[src/rtl/core/tccw_pkg.sv]
// Text console cursor writer: shared package.
// Command codes, state encoding, character constants and inter-module structs.
// No dependencies.
package tccw_pkg;

  typedef enum logic [2:0] {
    CMD_PUT    = 3'd0,
    CMD_BACK   = 3'd1,
    CMD_CLEAR  = 3'd2,
    CMD_COLOUR = 3'd3,
    CMD_READ   = 3'd4
  } cmd_t;

  typedef enum logic [4:0] {
    ST_IDLE  = 5'b00001,
    ST_EXEC  = 5'b00010,
    ST_READ  = 5'b00100,
    ST_SWEEP = 5'b01000,
    ST_POST  = 5'b10000
  } state_t;

  localparam logic [7:0] NEWLINE_CODE = 8'd10;
  localparam logic [7:0] SPACE_CODE   = 8'd32;
  localparam logic [3:0] WHITE_FG     = 4'hF;
  localparam logic [7:0] RESET_ATTR   = 8'h0F;

  typedef struct packed {
    logic        wr_en;
    logic [15:0] wr_data;
    logic        rd_en;
  } mem_req_t;

  typedef struct packed {
    logic [4:0]  row_now;
    logic [6:0]  column_now;
    logic [7:0]  attribute_now;
    logic [15:0] cell_word;
  } res_t;

endpackage

[src/rtl/core/tccw_ctrl.sv]
// Text console cursor writer: command sequencer.
// Holds cursor, attribute and sweep counter; drives the cell memory. Uses tccw_pkg.
module tccw_ctrl #(
  parameter int COLUMNS = 80,
  parameter int ROWS    = 25,
  parameter int AW      = 11
) (
  input  logic                clk,
  input  logic                rst_n,
  input  logic                in_valid,
  output logic                in_stall,
  input  logic [2:0]          in_command,
  input  logic [7:0]          in_char_code,
  input  logic [3:0]          in_foreground,
  input  logic [3:0]          in_background,
  input  logic [10:0]         in_cell_index,
  input  logic                slot_free,
  output logic                res_load,
  output tccw_pkg::res_t      res,
  output tccw_pkg::mem_req_t  mem_req,
  output logic [AW-1:0]       mem_waddr,
  output logic [AW-1:0]       mem_raddr,
  input  logic [15:0]         mem_rdata
);

  localparam int CELL_COUNT = ROWS * COLUMNS;
  localparam int RW = $clog2(ROWS);
  localparam int CW = $clog2(COLUMNS);
  localparam logic [AW-1:0] COLS_A    = AW'(COLUMNS);
  localparam logic [AW-1:0] LAST_CELL = AW'(CELL_COUNT - 1);
  localparam logic [RW-1:0] LAST_ROW  = RW'(ROWS - 1);
  localparam logic [CW-1:0] LAST_COL  = CW'(COLUMNS - 1);

  tccw_pkg::state_t state_r, state_nxt;
  logic [2:0]    cmd_r;
  logic [7:0]    char_r;
  logic [3:0]    fg_r;
  logic [3:0]    bg_r;
  logic [10:0]   idx_r;
  logic [RW-1:0] row_r, row_nxt;
  logic [CW-1:0] col_r, col_nxt;
  logic [7:0]    attr_r, attr_nxt;
  logic [15:0]   word_r, word_nxt;
  logic [AW-1:0] sweep_r, sweep_nxt;
  logic [15:0]   blank_r, blank_nxt;

  logic          accept;
  logic [AW-1:0] base;
  logic          idx_ok;
  logic          at_origin;

  assign in_stall  = !((state_r == tccw_pkg::ST_IDLE) ||
                       ((state_r == tccw_pkg::ST_POST) && slot_free));
  assign accept    = in_valid && !in_stall;
  assign base      = AW'(row_r) * COLS_A + AW'(col_r);
  assign idx_ok    = int'(idx_r) < CELL_COUNT;
  assign at_origin = (row_r == '0) && (col_r == '0);
  assign mem_raddr = AW'(idx_r);

  assign res_load          = (state_r == tccw_pkg::ST_POST) && slot_free;
  assign res.row_now       = 5'(row_r);
  assign res.column_now    = 7'(col_r);
  assign res.attribute_now = attr_r;
  assign res.cell_word     = word_r;

  always_comb begin
    state_nxt       = state_r;
    row_nxt         = row_r;
    col_nxt         = col_r;
    attr_nxt        = attr_r;
    word_nxt        = word_r;
    sweep_nxt       = sweep_r;
    blank_nxt       = blank_r;
    mem_req.wr_en   = 1'b0;
    mem_req.wr_data = {attr_r, char_r};
    mem_req.rd_en   = 1'b0;
    mem_waddr       = base;

    unique case (state_r)
      tccw_pkg::ST_IDLE: begin
        if (accept) begin
          state_nxt = tccw_pkg::ST_EXEC;
        end
      end
      tccw_pkg::ST_EXEC: begin
        state_nxt = tccw_pkg::ST_POST;
        word_nxt  = '0;
        unique case (cmd_r)
          tccw_pkg::CMD_PUT: begin
            if (char_r != tccw_pkg::NEWLINE_CODE) begin
              mem_req.wr_en = 1'b1;
            end
            if ((char_r == tccw_pkg::NEWLINE_CODE) || (col_r == LAST_COL)) begin
              col_nxt = '0;
              if (row_r == LAST_ROW) begin
                row_nxt   = '0;
                sweep_nxt = '0;
                blank_nxt = {4'h0, tccw_pkg::WHITE_FG, tccw_pkg::SPACE_CODE};
                state_nxt = tccw_pkg::ST_SWEEP;
              end else begin
                row_nxt = row_r + 1'b1;
              end
            end else begin
              col_nxt = col_r + 1'b1;
            end
          end
          tccw_pkg::CMD_BACK: begin
            if (!at_origin) begin
              mem_req.wr_en   = 1'b1;
              mem_req.wr_data = {attr_r, tccw_pkg::SPACE_CODE};
              mem_waddr       = base - 1'b1;
              if (col_r != '0) begin
                col_nxt = col_r - 1'b1;
              end else begin
                row_nxt = row_r - 1'b1;
                col_nxt = LAST_COL;
              end
            end
          end
          tccw_pkg::CMD_CLEAR: begin
            row_nxt   = '0;
            col_nxt   = '0;
            sweep_nxt = '0;
            blank_nxt = {bg_r, tccw_pkg::WHITE_FG, tccw_pkg::SPACE_CODE};
            state_nxt = tccw_pkg::ST_SWEEP;
          end
          tccw_pkg::CMD_COLOUR: begin
            attr_nxt = {bg_r, fg_r};
          end
          tccw_pkg::CMD_READ: begin
            if (idx_ok) begin
              mem_req.rd_en = 1'b1;
              state_nxt     = tccw_pkg::ST_READ;
            end
          end
          default: begin
          end
        endcase
      end
      tccw_pkg::ST_READ: begin
        word_nxt  = mem_rdata;
        state_nxt = tccw_pkg::ST_POST;
      end
      tccw_pkg::ST_SWEEP: begin
        mem_req.wr_en   = 1'b1;
        mem_req.wr_data = blank_r;
        mem_waddr       = sweep_r;
        sweep_nxt       = sweep_r + 1'b1;
        if (sweep_r == LAST_CELL) begin
          state_nxt = tccw_pkg::ST_POST;
        end
      end
      tccw_pkg::ST_POST: begin
        if (slot_free) begin
          state_nxt = accept ? tccw_pkg::ST_EXEC : tccw_pkg::ST_IDLE;
        end
      end
      default: begin
        state_nxt = tccw_pkg::ST_IDLE;
      end
    endcase
  end

  always_ff @(posedge clk) begin
    if (!rst_n) begin
      state_r <= tccw_pkg::ST_IDLE;
      row_r   <= '0;
      col_r   <= '0;
      attr_r  <= tccw_pkg::RESET_ATTR;
    end else begin
      state_r <= state_nxt;
      row_r   <= row_nxt;
      col_r   <= col_nxt;
      attr_r  <= attr_nxt;
    end
  end

  always_ff @(posedge clk) begin
    word_r  <= word_nxt;
    sweep_r <= sweep_nxt;
    blank_r <= blank_nxt;
    if (accept) begin
      cmd_r  <= in_command;
      char_r <= in_char_code;
      fg_r   <= in_foreground;
      bg_r   <= in_background;
      idx_r  <= in_cell_index;
    end
  end

endmodule
[config.mk]
export PLATFORM = sky130hd
export DESIGN_NAME = tccw_ctrl
export DESIGN_NICKNAME = d
export VERILOG_FILES = /design/src/rtl/core/tccw_pkg.sv /design/src/rtl/core/tccw_ctrl.sv
export SDC_FILE = /design/constraint.sdc
export NUM_CORES = 1
export LEC_CHECK = 0
export ABC_AREA = 1
export BUFFER_PORTS_ARGS = -buffer_cell sky130_fd_sc_hd__buf_2
export CORE_ASPECT_RATIO = 1.75
export CORE_UTILIZATION = 53
export DETAILED_ROUTE_END_ITERATION = 8
export PLACE_DENSITY = 0.88
export SETUP_SLACK_MARGIN = 0.4
export SLEW_MARGIN = 20
export SYNTH_ARGS = -nofsm -noshare
export SYNTH_HDL_FRONTEND = slang
export SYNTH_SLANG_ARGS = --single-unit
[constraint.sdc]
create_clock -name clk -period 2.6 [get_ports clk]
set_clock_uncertainty 0.1 [all_clocks]
set_input_delay 0 -clock clk [delete_from_list [all_inputs] [get_ports clk]]
set_output_delay 0 -clock clk [all_outputs]
set_load 0.02 [all_outputs]
# == Yosys cells after proc, flatten, opt, wreduce, memory -nomap -nowiden ==
# Cells that the tools add are included.
# word_totals
in_bits,50
ff_bits,98
output_inout_bits,78
# classes
n_eq_ne,24
mul,1
add_sub_neg,7
reduce_logical,20
order_cmp,1
n_mux,37
# op_table
op,n
case mux 11 bit (2 select lines),3
case mux 16 bit (2 select lines),2
2-to-1 mux 5 bit,10
2-to-1 mux 16 bit,3
2-to-1 mux 11 bit,4
case mux 17 bit (2 select lines),1
case mux 5 bit (3 select lines),2
case mux 5 bit (5 select lines),1
2-to-1 mux 7 bit,3
case mux 7 bit (3 select lines),1
2-to-1 mux 17 bit,1
inequality test 2 bit (second input constant),7
adder 11 x 1 -> 11 bit (second input constant),1
adder 11 x 7 -> 11 bit,1
== test 11 bit (second input constant),1
< comparator 11 bit (second input constant),1
subtractor 11 x 1 -> 11 bit (second input constant),1
== test 5 bit (second input constant),2
== test 8 x 4 -> 1 bit (second input constant),1
inequality test 8 x 4 -> 1 bit (second input constant),1
AND reduction 4 bit,2
adder 7 x 1 -> 7 bit (second input constant),1
== test 7 bit (second input constant),1
zero test 7 bit,1
27 further kinds,38

# == Logic depth before layout (Yosys ltp) ==
# depth
word_depth,7
ltp_mapped,13
depth_no_buf,13

# == Worst setup path after synthesis ==
# No wires, ideal clock.
# synth_timing
kind,register -> output
start,register row_r[1]
end,output port mem_waddr[10]
path_slack_ns,0.165
stages_incl_launch_ff,12
arrival_time_ns,2.335
cell_sequence,dfxtp_1 -> ha_1 -> ha_1 -> fa_1 -> nand2_1 -> inv_1 -> nand2_1 -> nor2_1 -> xor2_1 -> nand3_1 -> nand3_1 -> nand2_1
# synth_via
elab_chain_len,6
word_cells_on_any_way,8
# synth_lines
element,line,source
"start, declared",tccw_ctrl.sv:40,"logic [RW-1:0] row_r, row_nxt;"
"start signal, assigned",tccw_ctrl.sv:172,row_r <= row_nxt;
multiplier 5 x 3 -> 7 bit,tccw_ctrl.sv:55,assign base = AW'(row_r) * COLS_A + AW'(col_r);
adder 11 x 7 -> 11 bit,tccw_ctrl.sv:55,
subtractor 11 x 1 -> 11 bit,tccw_ctrl.sv:111,mem_waddr = base - 1'b1;
2-to-1 mux 11 bit,tccw_ctrl.sv:108,if (!at_origin) begin
2-to-1 mux 11 bit,tccw_ctrl.sv:88,unique case (cmd_r)
case mux 11 bit (2 select lines) *,tccw_ctrl.sv:79,unique case (state_r)
"end, declared",tccw_ctrl.sv:21,"output logic [AW-1:0] mem_waddr,"
# Mark *: on every way between the ends. The rest lies on a longest branch, timed or not.

# == Worst setup path after layout ==
# layout_timing
start,register row_r[0]
end,output port mem_waddr[6]
# Same word-level chain as after synthesis.

==> results.toml <==
[floorplan]
rows = 45
fp.dieH_um = 127
die_x_um = 73.6
ios = 128
initial_core_util_pct = 54.8
core_mm2 = 0.00867
dieArea_mm2 = 0.00937

[clock_tree]
cts_tree = "done"
clkLatencyLatePin_ns = 0.35
cts.sink_count = 86
cts_max_path_buffers = 2
cts_buffers = 9
clock_tree.root_cell = "clkbuf_16"
clk_pin_slew_ns = 0.08
cts-htree-levels = 3

[grt]
antenna_found_initial = 0
grt_pass1_wl_um = 23500
grt_max_degree = 31
overflow = 0
grt_pass1_vias = 5138
grt_use_total_pct = 33.3

[job]
maxCapViolCount = 0

[critical_path]
r2r-start = "state_r[3]"
critPathMaxStageDelay_ns = 0.46
cp-start-kind = "flop"
cp_max_fo = 5
worstPathCellList = "ha_4 > fa_2 > nor2_2 > nand2_1 > nor2_2 > xor2_1 > nand2_1 > o21ai_1 > nand2_1 > nand3_1 > nand2_1 > buf_6"
worstRegToRegCells = 10
worstReg2RegEnd = "row_r[0]"
critPathRequiredTime_ns = 2.50
worst_path_max_delay_cell = "fa_2"
crit_type = "reg -> out"
regToRegSetupSlack_ns = 0.28
cp.arrival_ns = 2.70
crit_top_cell = "nand2_1"
end_kind = "output port"

[sta]
hold_viol = 0
fmax_mhz = 357
tns_ns = -0.489
finalCritPeriodShare_pct = 108
slew_headroom_pct = 50.7
setup_slack_ns = -0.202
rsz0062_at_grt = "true"
tightest_slew_ns = 0.731
fin_crit_ns = 2.80
finalMaxSlewViolations = 0
report.final.setup_viol = 4

[power]
power_leakage_nw = 3.46
p_per_area_mw_per_mm2 = 495
ir_drop_mv = 0.584
total_power_mw = 3.59

[layout]
multiInputGateArea_mm2 = 0.00242
area_growth_pct = 52.5
num_antenna_cells = 0
fin_util_pct = 83.6
fillerInstances = 446
layout-drive-gt1-share_pct = 36.2
ff_latch_area_mm2 = 0.00236
finalNetCount = 880
final_cell_mix = "111 x nand2_1, 110 x buf_2, 73 x nor2_1"
layout_commonest_cell = "nand2_1"

[place]
gp_congestion = 1.05
dp_hpwl_um = 8930
dpl_worst_slack_ns = 0.247
portBuffers = 127

[detailed_routing]
drc = 1
first_pass_iters = 9
vias_per_cell = 5.97
drt_iter0_markers = 631
finalWirelength_um = 19200
routedWlPerCell_um = 20.5
antenna_left = 0
vias = 5575

[status]
violations = "design-rule violations, negative setup slack"
status = "finished with violations"

[synthesis]
syn_nets = 650
syn_inst = 582
syn_area_mm2 = 0.00475
yosys_warnings = 0
synth_cell_types = 41
synth-seq-cells = 86
synth_area_per_cell_um2 = 8.17
seq_area_frac_synth_pct = 49.1
yosys.area.top_type = "edfxtp_1"
synth_top_area_share_pct = 38.5
ys_top_cells_by_area = "edfxtp_1 39%, dfxtp_1 11%, nand2_1 10%"

[hold_path]
hold-path-endpoint = "fg_r[1]"
min_path_cells = 2
min_from = "in_foreground[1]"
hold_path_class = "in -> reg"
-- cells by family (layout without fill, tap and decap cells) --
kind of cell / after synthesis / after routing / synth area share (%)
simple gates: 290 / 290 / 26.5
compound gates: 75 / 75 / 8.58
fa+ha+maj: 18 / 18 / 5.05
buf+inv: 97 / 332 / 7.87
flops: 86 / 86 / 49.1
xor+xnor: 16 / 16 / 2.95
-- flip-flops by register name (all words and copies together) (netlist names), 5 cells and up --
signal     cells
word_r        16
mem_raddr     11
sweep_r       11
attr_r         8
char_r         8
col_r          7
row_r          5
state_r        5
-- cell usage after synthesis, drive strengths merged --
cell and instances:
nor2 90, o21bai 2, nor4 1, o21ai 31, and3 1, clkinv 1, a21o 2, nand3 39
buf 7, o21a 1, ha 16, o211ai 3, a21oi 32, dfxtp 25, a32oi 1, fa 2
o22ai 2, or2 7, a22oi 1, nand4 6, nand2 132, xnor2 7, clkbuf 4, xor2 9
edfxtp 61, nor3 12, nand3b 1, nor3b 1, inv 85
-- final cells by class --
cell class                 count  area share, %
clock inverter                 7           1.24
tap                          117           2.02
timing repair buffer         229           22.9
sequential                    86           32.6
clock buffer                   9           3.11
timing repair inverter         1         0.0690
multi-input combinational    399           33.4
inverter                      86           4.69
-- worst max-delay path, delay by kind of cell (launching register included) --
kind | cells | cell delay (ns)
and+or+nand+nor | 7 | 0.78
AOI/OAI and AO/OA | 1 | 0.21
DFF | 1 | 0.40
adders and majority gates | 2 | 0.62
buffers and inverters | 1 | 0.13
xor gates and xnor gates | 1 | 0.21
-- through the flow --
stage	instances	hold WS (ns)	area, um^2
2_1_floorplan	582	-0.00113	4800
3_3_place_gp	825	0.0762	5610
3_5_place_dp	825	0.0781	5610
4_1_cts	903	0.247	6740
5_1_grt	934	0.258	7250
6_report	934	0.256	7250
-- worst max-delay path by stage --
stage	startpoint	end	slack [ns]
6_report	row_r[0]	mem_waddr[6]	-0.20
5_1_grt	row_r[0]	mem_waddr[6]	-0.26
4_1_cts	row_r[1]	mem_waddr[10]	-0.02
3_5_place_dp	row_r[1]	mem_waddr[10]	0.25
3_3_place_gp	row_r[1]	mem_waddr[10]	0.34
2_1_floorplan	col_r[4]	mem_waddr[8]	0.42
-- power breakdown --
| group | internal [mW] | switching [mW] | leakage, nW |
|---|---|---|---|
| clock | 0.768 | 0.631 | 0.147 |
| combinational | 0.250 | 0.373 | 2.54 |
| sequential | 1.53 | 0.0390 | 0.769 |
| total | 2.54 | 1.04 | 3.46 |
-- metal layers --
layer | up-vias | share of wire [%] | GRT usage [%]
met1 | 2485 | 30 | 31.6
li1 | 2362 | - | -
met3 | 198 | 10 | 7.33
met4 | 0 | 11 | 24.7
met2 | 530 | 49 | 60.1
met5 | - | 0 | 0
-- repair_timing --
action	4_1_cts	5_1_grt
hold buffers	49	0
resized for setup	62	79
setup buffers	13	30
gates cloned	0	1
pin swaps	25	38
hold endpoints to repair	65	0
setup endpoints to repair	30	59
(Power assumes the default switching activity.)
